[config.mk]
export PLATFORM = sky130hd
export DESIGN_NAME = pal_rd_group
export DESIGN_NICKNAME = d
export VERILOG_FILES = /design/src/rtl/core/pal_pkg.sv /design/src/rtl/core/pal_rd_group.sv
export SDC_FILE = /design/constraint.sdc
export NUM_CORES = 1
export LEC_CHECK = 0
export BUFFER_PORTS_ARGS = -buffer_cell sky130_fd_sc_hd__buf_2
export CORE_AREA = 2 2 112 114
export CTS_CLUSTER_SIZE = 40
export DETAILED_ROUTE_END_ITERATION = 16
export DIE_AREA = 0 0 114 116
export PLACE_DENSITY_LB_ADDON = 0.05
export SLEW_MARGIN = 15
export SYNTH_ARGS = -nofsm -noshare
export SYNTH_HDL_FRONTEND = slang
export SYNTH_SLANG_ARGS = --single-unit
[constraint.sdc]
create_clock -name aclk -period 1.55 [get_ports aclk]
set_input_delay 0.31 -clock aclk [delete_from_list [all_inputs] [get_ports aclk]]
set_output_delay 0.31 -clock aclk [all_outputs]
set_load 0.02 [all_outputs]
[src/rtl/core/pal_pkg.sv]
`timescale 1ns / 1ps
// ----------------------------------------------------------------------------
// pal_pkg
// Shared types and constants for the positional array list.
// ----------------------------------------------------------------------------
package pal_pkg;

    localparam int CAPACITY = 128;
    localparam int IDX_W    = $clog2(CAPACITY);
    localparam int DATA_W   = 32;
    localparam int POS_W    = 8;
    localparam int CNT_W    = 8;
    localparam int MOVES_W  = 7;
    localparam int CMP_W    = ((CNT_W > POS_W) ? CNT_W : POS_W) + 1;

    // read-out tree: groups of GRP cells reduced into one register each
    localparam int GRP      = 8;
    localparam int NGRP     = (CAPACITY + GRP - 1) / GRP;

    localparam int S_TDATA_W = 48;
    localparam int M_TDATA_W = 56;

    typedef enum logic [1:0] {
        OP_INSERT = 2'd0,
        OP_APPEND = 2'd1,
        OP_DELETE = 2'd2,
        OP_READ   = 2'd3
    } op_t;

    typedef enum logic [1:0] {
        ST_OK    = 2'd0,
        ST_RANGE = 2'd1,
        ST_FULL  = 2'd2
    } status_t;

    // broadcast to every cell in the accept cycle
    typedef struct packed {
        logic                ins;
        logic                app;
        logic                del;
        logic [POS_W-1:0]    pos;
        logic [CNT_W-1:0]    count;
        logic [DATA_W-1:0]   val;
    } cmd_t;

endpackage

[src/rtl/core/pal_rd_group.sv]
`timescale 1ns / 1ps
// ----------------------------------------------------------------------------
// pal_rd_group
// First level of the read-out tree: ORs a group of cell outputs into a register.
// ----------------------------------------------------------------------------
module pal_rd_group (
    input  logic                        aclk,
    input  logic                        en,
    input  logic [pal_pkg::DATA_W-1:0]  words_i [pal_pkg::GRP],
    output logic [pal_pkg::DATA_W-1:0]  grp_o
);

    logic [pal_pkg::DATA_W-1:0] grp_reg;
    logic [pal_pkg::DATA_W-1:0] grp_next;

    always_comb begin
        grp_next = '0;
        for (int i = 0; i < pal_pkg::GRP; i++) begin
            grp_next = grp_next | words_i[i];
        end
    end

    always_ff @(posedge aclk) begin
        if (en) begin
            grp_reg <= grp_next;
        end
    end

    assign grp_o = grp_reg;

endmodule

==> run summary <==
Die area - 13220 sq um
Required time worst endpoint - 1.24 ns
Sequential share of power - 42.1%
Routed Antenna Nets - 0
Top cell family by delay on the critical path - flip-flops
CP Launch Type - flip-flop
Int Pwr - 1.846 mW
I/O pins - 290
Layout cells sized above 1 - 69.48%
Post-synthesis cell area - 1481 sq um
Initial core utilization - 12.44%
Overall Global Routing Usage - 9.962%
Cts bufs inserted - 5
Top-count cell post-synth - nor4_1
Largest family of logic cells by synthesized area - simple AND/OR/NAND/NOR gates
Clk sinks - 32
P&R area growth vs syn - 120.2%
Gate Count Post-Synth - 128
Pin count of the biggest net entering global routing - 19
Synthesis Warnings - 0
Die Width - 114 um
Initial antenna violation count - 0
DRC - 0
Gr ovfl total - 0
Top cell type's share of synthesized area - 64.86%
Critical path's largest stage delay - 0.37 ns
First DRT Iteration DRCs - 34
Slowest CP cell - edfxtp_1
Global-route wire length before repair - 9894 um
Routed WL - 7438 um
Slew @ Worst Pin - 0.4930 ns
Core area - 11910 sq um
WS Path Type - reg2out
PortBufs - 289
Largest cells by area after synthesis - edfxtp_1, nor4_1, nand2_1
Register clock-pin slew on the reported worst setup and hold paths - 0.05 ns
Final Hold Vio Count - 0
Critical path, cell by cell - buf_2
Ys flop type - edfxtp_1
Sw Share - 22.64%
Logic gate share of total power - 19.9%
Synthesized Nets - 386
Detail Placement HPWL - 6775 um
Die H - 116 um
H-Tree Depth - 2
#FFs+latches synth - 32
Slew Limit Fails - 0
Maximum root-to-sink buffer count - 2
Max Freq - 0.8849 GHz
Max-Cap Viols - 0
Vias/cell - 3.951
Final setup fails - 0
Minimum clock period - 1.130 ns
Pleak - 1.569 nW
Number of synthesized flops with an enable pin - 32
Setup bufs post-CTS - 0
RSZ-0062 raised after global routing - no
Gp weighted congestion - 0.7082
Buf/Inv on CP - 1
Clock power frac - 38.0%
Row count - 40
Post-synthesis simple-gate area fraction - 35.14%
CP endpoint kind - output pin
Max VDD drop - 0.3267 mV
Syn Area/Cell - 11.57 sq um
Hold buffers post-CTS - 0
Slew HR - 66.83%
Largest area contributor in the netlist - edfxtp_1
Worst min-delay path category - in2reg
Synth top cells by count - nor4_1, edfxtp_1, nand2_1
Compound-cell area share of the yosys netlist - 0%
Setup TNS - 0 ns
Library cells used by synthesis - 3
Post-synthesis sequential area ratio - 64.86%
Final period util - 72.91%
Max FO, Critical Path - 1
Ys async rst share - 0%
Vias in the first global route - 2092
TritonCTS clock tree - yes
Post-synthesis mux area share - 0%
Synth Area in XOR/XNOR - 0%
TritonRoute pass-1 iters - 3
PD cells - 731.4 nW/um^2
Psw - 0.5401 mW
Status - complete, no violations
Routed len/inst - 12.96 um
CTS resizes - 0
Total power - 2.386 mW
Max FFs per register - 32
Nets - 684
CTS Root Cell - clkbuf_16
Synth Area in Adders - 0%
Vias after detailed routing - 2268
WP data arrival - 0.82 ns
-- final timing paths --
| check | slack (ns) | endpoint | startpoint | cells past startpoint |
|---|---|---|---|---|
| worst max-delay path | 0.42 | grp_o[31] | grp_o[31] | 1 |
| worst min-delay path | 0.30 | grp_o[22] | words_i[22] | 3 |
-- metrics by stage --
step	cell area, sq um	setup WS (ns)	cells	hold WS, ns	utilization, %
finish	3262	0.4199	574	0.2954	27.38
global route	3259	0.3920	573	0.2981	27.36
CTS	3259	0.4029	573	0.2867	27.36
detailed placement	3127	0.3104	566	0.5735	26.25
global placement	3127	0.3017	566	0.5694	26.25
floorplan	1481	0.6713	128	0.4225	-
-- cell usage in the layout (no fill, tap or decap) --
cell	netlist	routed
buf_2	0	289
nor4_1	64	64
nand2_1	32	32
edfxtp_1	32	32
clkbuf_16	0	5
clkinv_1	0	2
buf_4	0	2
diode_2	0	1
-- power by group through the flow --
stage               sequential, mW  combinational, mW  clock (mW)
floorplan                     1.09             0.0311           0
global placement              1.02              0.478           0
detailed placement            1.02              0.484           0
CTS                           1.00              0.485       0.962
global route                  1.01              0.524       0.997
finish                        1.00              0.475       0.907
-- cell families (layout without fill, tap and decap cells) --
kind of cell | Yosys count | after routing
flip-flops | 32 | 32
AND/OR/NAND/NOR | 96 | 96
buffers and inverters | 0 | 298
other | 0 | 1
-- layer usage --
metal	up-vias	global-route usage [%]	wire, um
met2	139	19.44	4149
met3	6	4.236	860
met1	981	9.289	2306
met4	0	3.333	122
li1	1142	-	-
met5	-	0	0
-- layout make-up --
| class | count | area, sq um |
|---|---|---|
| Fill cell | 1308 | 8650 |
| Timing Repair Buffer | 291 | 1461 |
| Sequential cell | 32 | 960.9 |
| Multi-Input combinational cell | 96 | 520.5 |
| Tap cell | 147 | 183.9 |
| Clock buffer | 5 | 125.1 |
| Clock inverter | 2 | 7.507 |
| Antenna cell | 1 | 2.502 |
Power figures use the tool's default switching activity.
