===== src/rtl/core/pal_pkg.sv =====
`timescale 1ns / 1ps
// ----------------------------------------------------------------------------
// pal_pkg
// Shared types and constants for the positional array list.
// ----------------------------------------------------------------------------
package pal_pkg;

    localparam int CAPACITY = 128;
    localparam int IDX_W    = $clog2(CAPACITY);
    localparam int DATA_W   = 32;
    localparam int POS_W    = 8;
    localparam int CNT_W    = 8;
    localparam int MOVES_W  = 7;
    localparam int CMP_W    = ((CNT_W > POS_W) ? CNT_W : POS_W) + 1;

    // read-out tree: groups of GRP cells reduced into one register each
    localparam int GRP      = 8;
    localparam int NGRP     = (CAPACITY + GRP - 1) / GRP;

    localparam int S_TDATA_W = 48;
    localparam int M_TDATA_W = 56;

    typedef enum logic [1:0] {
        OP_INSERT = 2'd0,
        OP_APPEND = 2'd1,
        OP_DELETE = 2'd2,
        OP_READ   = 2'd3
    } op_t;

    typedef enum logic [1:0] {
        ST_OK    = 2'd0,
        ST_RANGE = 2'd1,
        ST_FULL  = 2'd2
    } status_t;

    // broadcast to every cell in the accept cycle
    typedef struct packed {
        logic                ins;
        logic                app;
        logic                del;
        logic [POS_W-1:0]    pos;
        logic [CNT_W-1:0]    count;
        logic [DATA_W-1:0]   val;
    } cmd_t;

endpackage


===== src/rtl/core/pal_cell.sv =====
`timescale 1ns / 1ps
// ----------------------------------------------------------------------------
// pal_cell
// One list entry; shifts to or from its neighbours on insert and delete.
// ----------------------------------------------------------------------------
module pal_cell (
    input  logic                          aclk,
    input  pal_pkg::cmd_t                 cmd,
    input  logic [pal_pkg::IDX_W-1:0]     idx,
    input  logic [pal_pkg::DATA_W-1:0]    left_i,
    input  logic [pal_pkg::DATA_W-1:0]    right_i,
    output logic [pal_pkg::DATA_W-1:0]    data_o,
    output logic [pal_pkg::DATA_W-1:0]    rd_o
);

    logic [pal_pkg::DATA_W-1:0] data_reg;
    logic [pal_pkg::DATA_W-1:0] data_next;
    logic [pal_pkg::CMP_W-1:0]  idx_c;
    logic [pal_pkg::CMP_W-1:0]  pos_c;
    logic [pal_pkg::CMP_W-1:0]  cnt_c;

    assign idx_c = pal_pkg::CMP_W'(idx);
    assign pos_c = pal_pkg::CMP_W'(cmd.pos);
    assign cnt_c = pal_pkg::CMP_W'(cmd.count);

    always_comb begin
        data_next = data_reg;
        if (cmd.ins) begin
            if (idx_c > pos_c) begin
                data_next = left_i;
            end else if (idx_c == pos_c) begin
                data_next = cmd.val;
            end
        end else if (cmd.app) begin
            if (idx_c == cnt_c) begin
                data_next = cmd.val;
            end
        end else if (cmd.del) begin
            if (idx_c >= pos_c) begin
                data_next = right_i;
            end
        end
    end

    always_ff @(posedge aclk) begin
        data_reg <= data_next;
    end

    assign data_o = data_reg;
    // contributes to the read-out only when addressed
    assign rd_o   = (idx_c == pos_c) ? data_reg : '0;

endmodule


===== config.mk =====
export PLATFORM = sky130hd
export DESIGN_NAME = pal_cell
export DESIGN_NICKNAME = d
export VERILOG_FILES = /design/src/rtl/core/pal_pkg.sv /design/src/rtl/core/pal_cell.sv
export SDC_FILE = /design/constraint.sdc
export NUM_CORES = 1
export LEC_CHECK = 0
export BUFFER_PORTS_ARGS = -buffer_cell sky130_fd_sc_hd__buf_2
export CORE_MARGIN = 2
export CORE_UTILIZATION = 44
export CTS_CLUSTER_SIZE = 8
export DETAILED_ROUTE_END_ITERATION = 12
export GPL_TIMING_DRIVEN = 1
export PLACE_DENSITY = 0.81
export SYNTH_ARGS = -nofsm -noshare
export SYNTH_HDL_FRONTEND = slang
export SYNTH_SLANG_ARGS = --single-unit
export TNS_END_PERCENT = 1

===== constraint.sdc =====
create_clock -name aclk -period 6.35 [get_ports aclk]
set_input_delay 0.635 -clock aclk [delete_from_list [all_inputs] [get_ports aclk]]
set_output_delay 0.635 -clock aclk [all_outputs]
set_load 0.01 [all_outputs]

==> results by group <==
Status
  – Outcome: completed

CTS
  – CTS root buffer: clkbuf_8
  – # resized after CTS: 0
  – CTS sink cnt: 32
  – H-tree lvl count: 2
  – Clock slew at reported path FFs: 0.07 ns
  – Hold buffer count at cts: 0
  – TritonCTS clock tree: yes
  – Worst-case clock buffer depth: 2
  – Post-CTS Setup Repair Bufs: 0
  – CTS buffer count: 5

Detailed routing
  – Wire length per cell: 16.1 µm
  – Antenna-violating nets left: 0
  – Drc violations: 0
  – Final WL: 9520 µm
  – Total number of vias: 3348
  – Routed vias/inst: 5.66
  – DR pass1 iterations: 4
  – DR iter-0 viols: 218

Synthesis
  – Register area share after synthesis: 31.2%
  – Xor/xnor cell area share of the yosys netlist: 1.99%
  – Cell Area, Synth: 3080 µm²
  – Synth top area cells: edfxtp_1 31%, mux2_2 12%, nor3_1 10%, and2_1 6.5%, nand2b_1 6.5%
  – Adder-cell area share of the yosys netlist: 2.84%
  – Mean Syn Cell Area: 9.23 µm²
  – Register bit count reported by yosys: 32
  – Post-synthesis compound-gate area fraction: 19.7%
  – Post-Synthesis Cells: 334
  – Top cell type's share of synthesized area: 31.2%
  – Cell variety after synth: 33
  – Syn Nets: 464
  – Synthesis warning total: 0
  – Simple-gate area share of the yosys netlist: 25.7%
  – Post-synthesis mux area share: 11.7%
  – Cell taking the most area after synthesis: edfxtp_1
  – Largest family of logic cells by synthesized area: simple AND/OR/NAND/NOR gates

Power and ir drop
  – Worst-case vdd ir drop: 0.0000828 V
  – Lkg Pwr: 0.00180 µW
  – Cell Pwr Density: 159 nW/µm²

Floorplanning
  – Row Count: 30
  – Die Ht: 87.7 µm
  – Die X: 87.7 µm
  – Io pins: 187
  – Core Area: 6790 µm²
  – DIE AREA: 7690 µm²
  – Initial Util: 45.4%

Final layout
  – Most frequent cells in the layout: 186 x buf_2, 64 x nor3_1
  – Nets: 625
  – # fillers: 596
  – Register area: 961 µm²
  – Post-Layout Cell Count: 592
  – Largest register FFs: 32
  – Most common cell after layout, fill and taps aside: buf_2
  – Multi-input gate area: 1940 µm²
  – Layout cells sized above 1: 48.8%
  – Area grow syn2layout: 34.0%
  – ANT cells: 0

Worst hold path
  – Worst min path class: in -> reg

Worst setup path
  – CP arrival: 2.57 ns
  – Critical path type: in -> out
  – CP startpoint kind: input port
  – Critical Path Fanout Max: 38
  – Type of destination of the critical path: output pin
  – Critical Path RT: 5.71 ns

Timing
  – Setup WS post-layout: 3.14 ns
  – RSZ-0062 raised after global routing: no
  – Period utilization: 50.5%
  – Max Clock Freq: 312 MHz
  – Final Slew Violations: 0
  – Worst-Margin Slew: 1.13 ns
  – Relative slew slack: 24.9%
  – Hold Vio Cnt, Final: 0
  – Post-layout minimum cycle time: 3.21 ns
  – Setup TNS: 0 ns
  – Final setup fails: 0

Place
  – Placed cell count: 584
  – Post-DP HPWL: 6870 µm
  – Pre-CTS WS: 3.04 ns
  – I/O Buffers: 186
  – RePlAce Congestion: 0.833

Job
  – Max-cap violations: 0

Global routing
  – Largest net degree at the start of global routing: 68
  – GR Overflow Total: 0
  – First-pass GRT wire length: 14600 µm
  – Initial antenna violation count: 0
  – Vias in the first global route: 3033
  – Overall Global Routing Usage: 24.1%
==> cell usage after synthesis <==
cell	n
xor2_1	2
o2111ai_1	1
clkbuf_1	22
a2111oi_2	5
nor2_1	3
or2_2	1
and4b_1	1
nand4b_2	1
o41ai_1	1
buf_6	3
o22ai_1	32
mux2_2	32
nand2b_1	32
a21oi_1	1
a2111oi_0	21
a2111oi_1	6
buf_2	9
o32a_4	1
edfxtp_1	32
nor3_1	64
inv_1	8
o32ai_2	1
o32ai_1	1
buf_1	1
and2_1	32
a211oi_1	1
nor2b_1	2
xnor2_1	5
nand3_1	1
o2111a_1	1
ha_1	7
buf_4	2
nand4_1	2
==> per-stage QoR <==
step | utilization, % | hold WS, ns | total power (µW) | instance area, µm²
after floorplan | - | 0.942 | 389 | 3080
after detailed placement | 59.2 | 1.06 | 470 | 4020
after CTS | 60.8 | 0.767 | 660 | 4130
after global placement | 59.2 | 1.05 | 463 | 4020
after global routing | 60.8 | 0.767 | 693 | 4130
final | 60.8 | 0.774 | 658 | 4130
==> layer usage <==
metal | global-route usage (%) | vias to the layer above | routed length, µm | part of all wire (%)
met2 | 42.4 | 194 | 4770 | 50
met1 | 30.9 | 1528 | 3820 | 40
met5 | 0 | - | 0 | 0
li1 | - | 1612 | - | -
met3 | 3.58 | 14 | 767 | 8.1
met4 | 6.57 | 0 | 162 | 1.7
==> final timing paths <==
path / slack, ns / to / depth (start not counted) / start
worst max-delay path: 3.14 / rd_o[26] / 7 / idx[6]
worst min-delay path: 0.77 / data_o[31] / 3 / left_i[31]
==> power by group <==
group	internal (µW)	leakage (µW)	total [µW]	switching, µW
Clock	116	0.0000552	192	75.1
Combinational	92.9	0.00144	196	103
Sequential	260	0.000303	270	10.0
Total	470	0.00180	658	188
==> kinds of logic (layout without fill, tap and decap cells) <==
logic type                 Yosys count  in the layout
buffers and inverters               45            207
xor gates and xnor gates             7              7
muxes                               32             32
adders and majority gates            7              7
and+or+nand+nor                    139            139
AOI/OAI and AO/OA                   72             72
DFF                                 32             32
==> area by class of cell <==
| type | count | area share [%] |
|---|---|---|
| multi-input cells | 257 | 47.0 |
| repair buffers | 191 | 23.4 |
| flip-flops and latches | 32 | 23.3 |
| well taps | 96 | 2.91 |
| clock buffers | 6 | 1.76 |
| clock inverters | 2 | 0.848 |
| inverters | 8 | 0.727 |
==> worst max-delay path, cell delays in order <==
cell      delay (ns)
buf_2           0.11
ha_1            0.32
nand4b_2        0.23
nor2_4          0.50
buf_4           0.44
and2_1          0.20
buf_2           0.13
No activity file was read; power rests on OpenSTA's default activity.
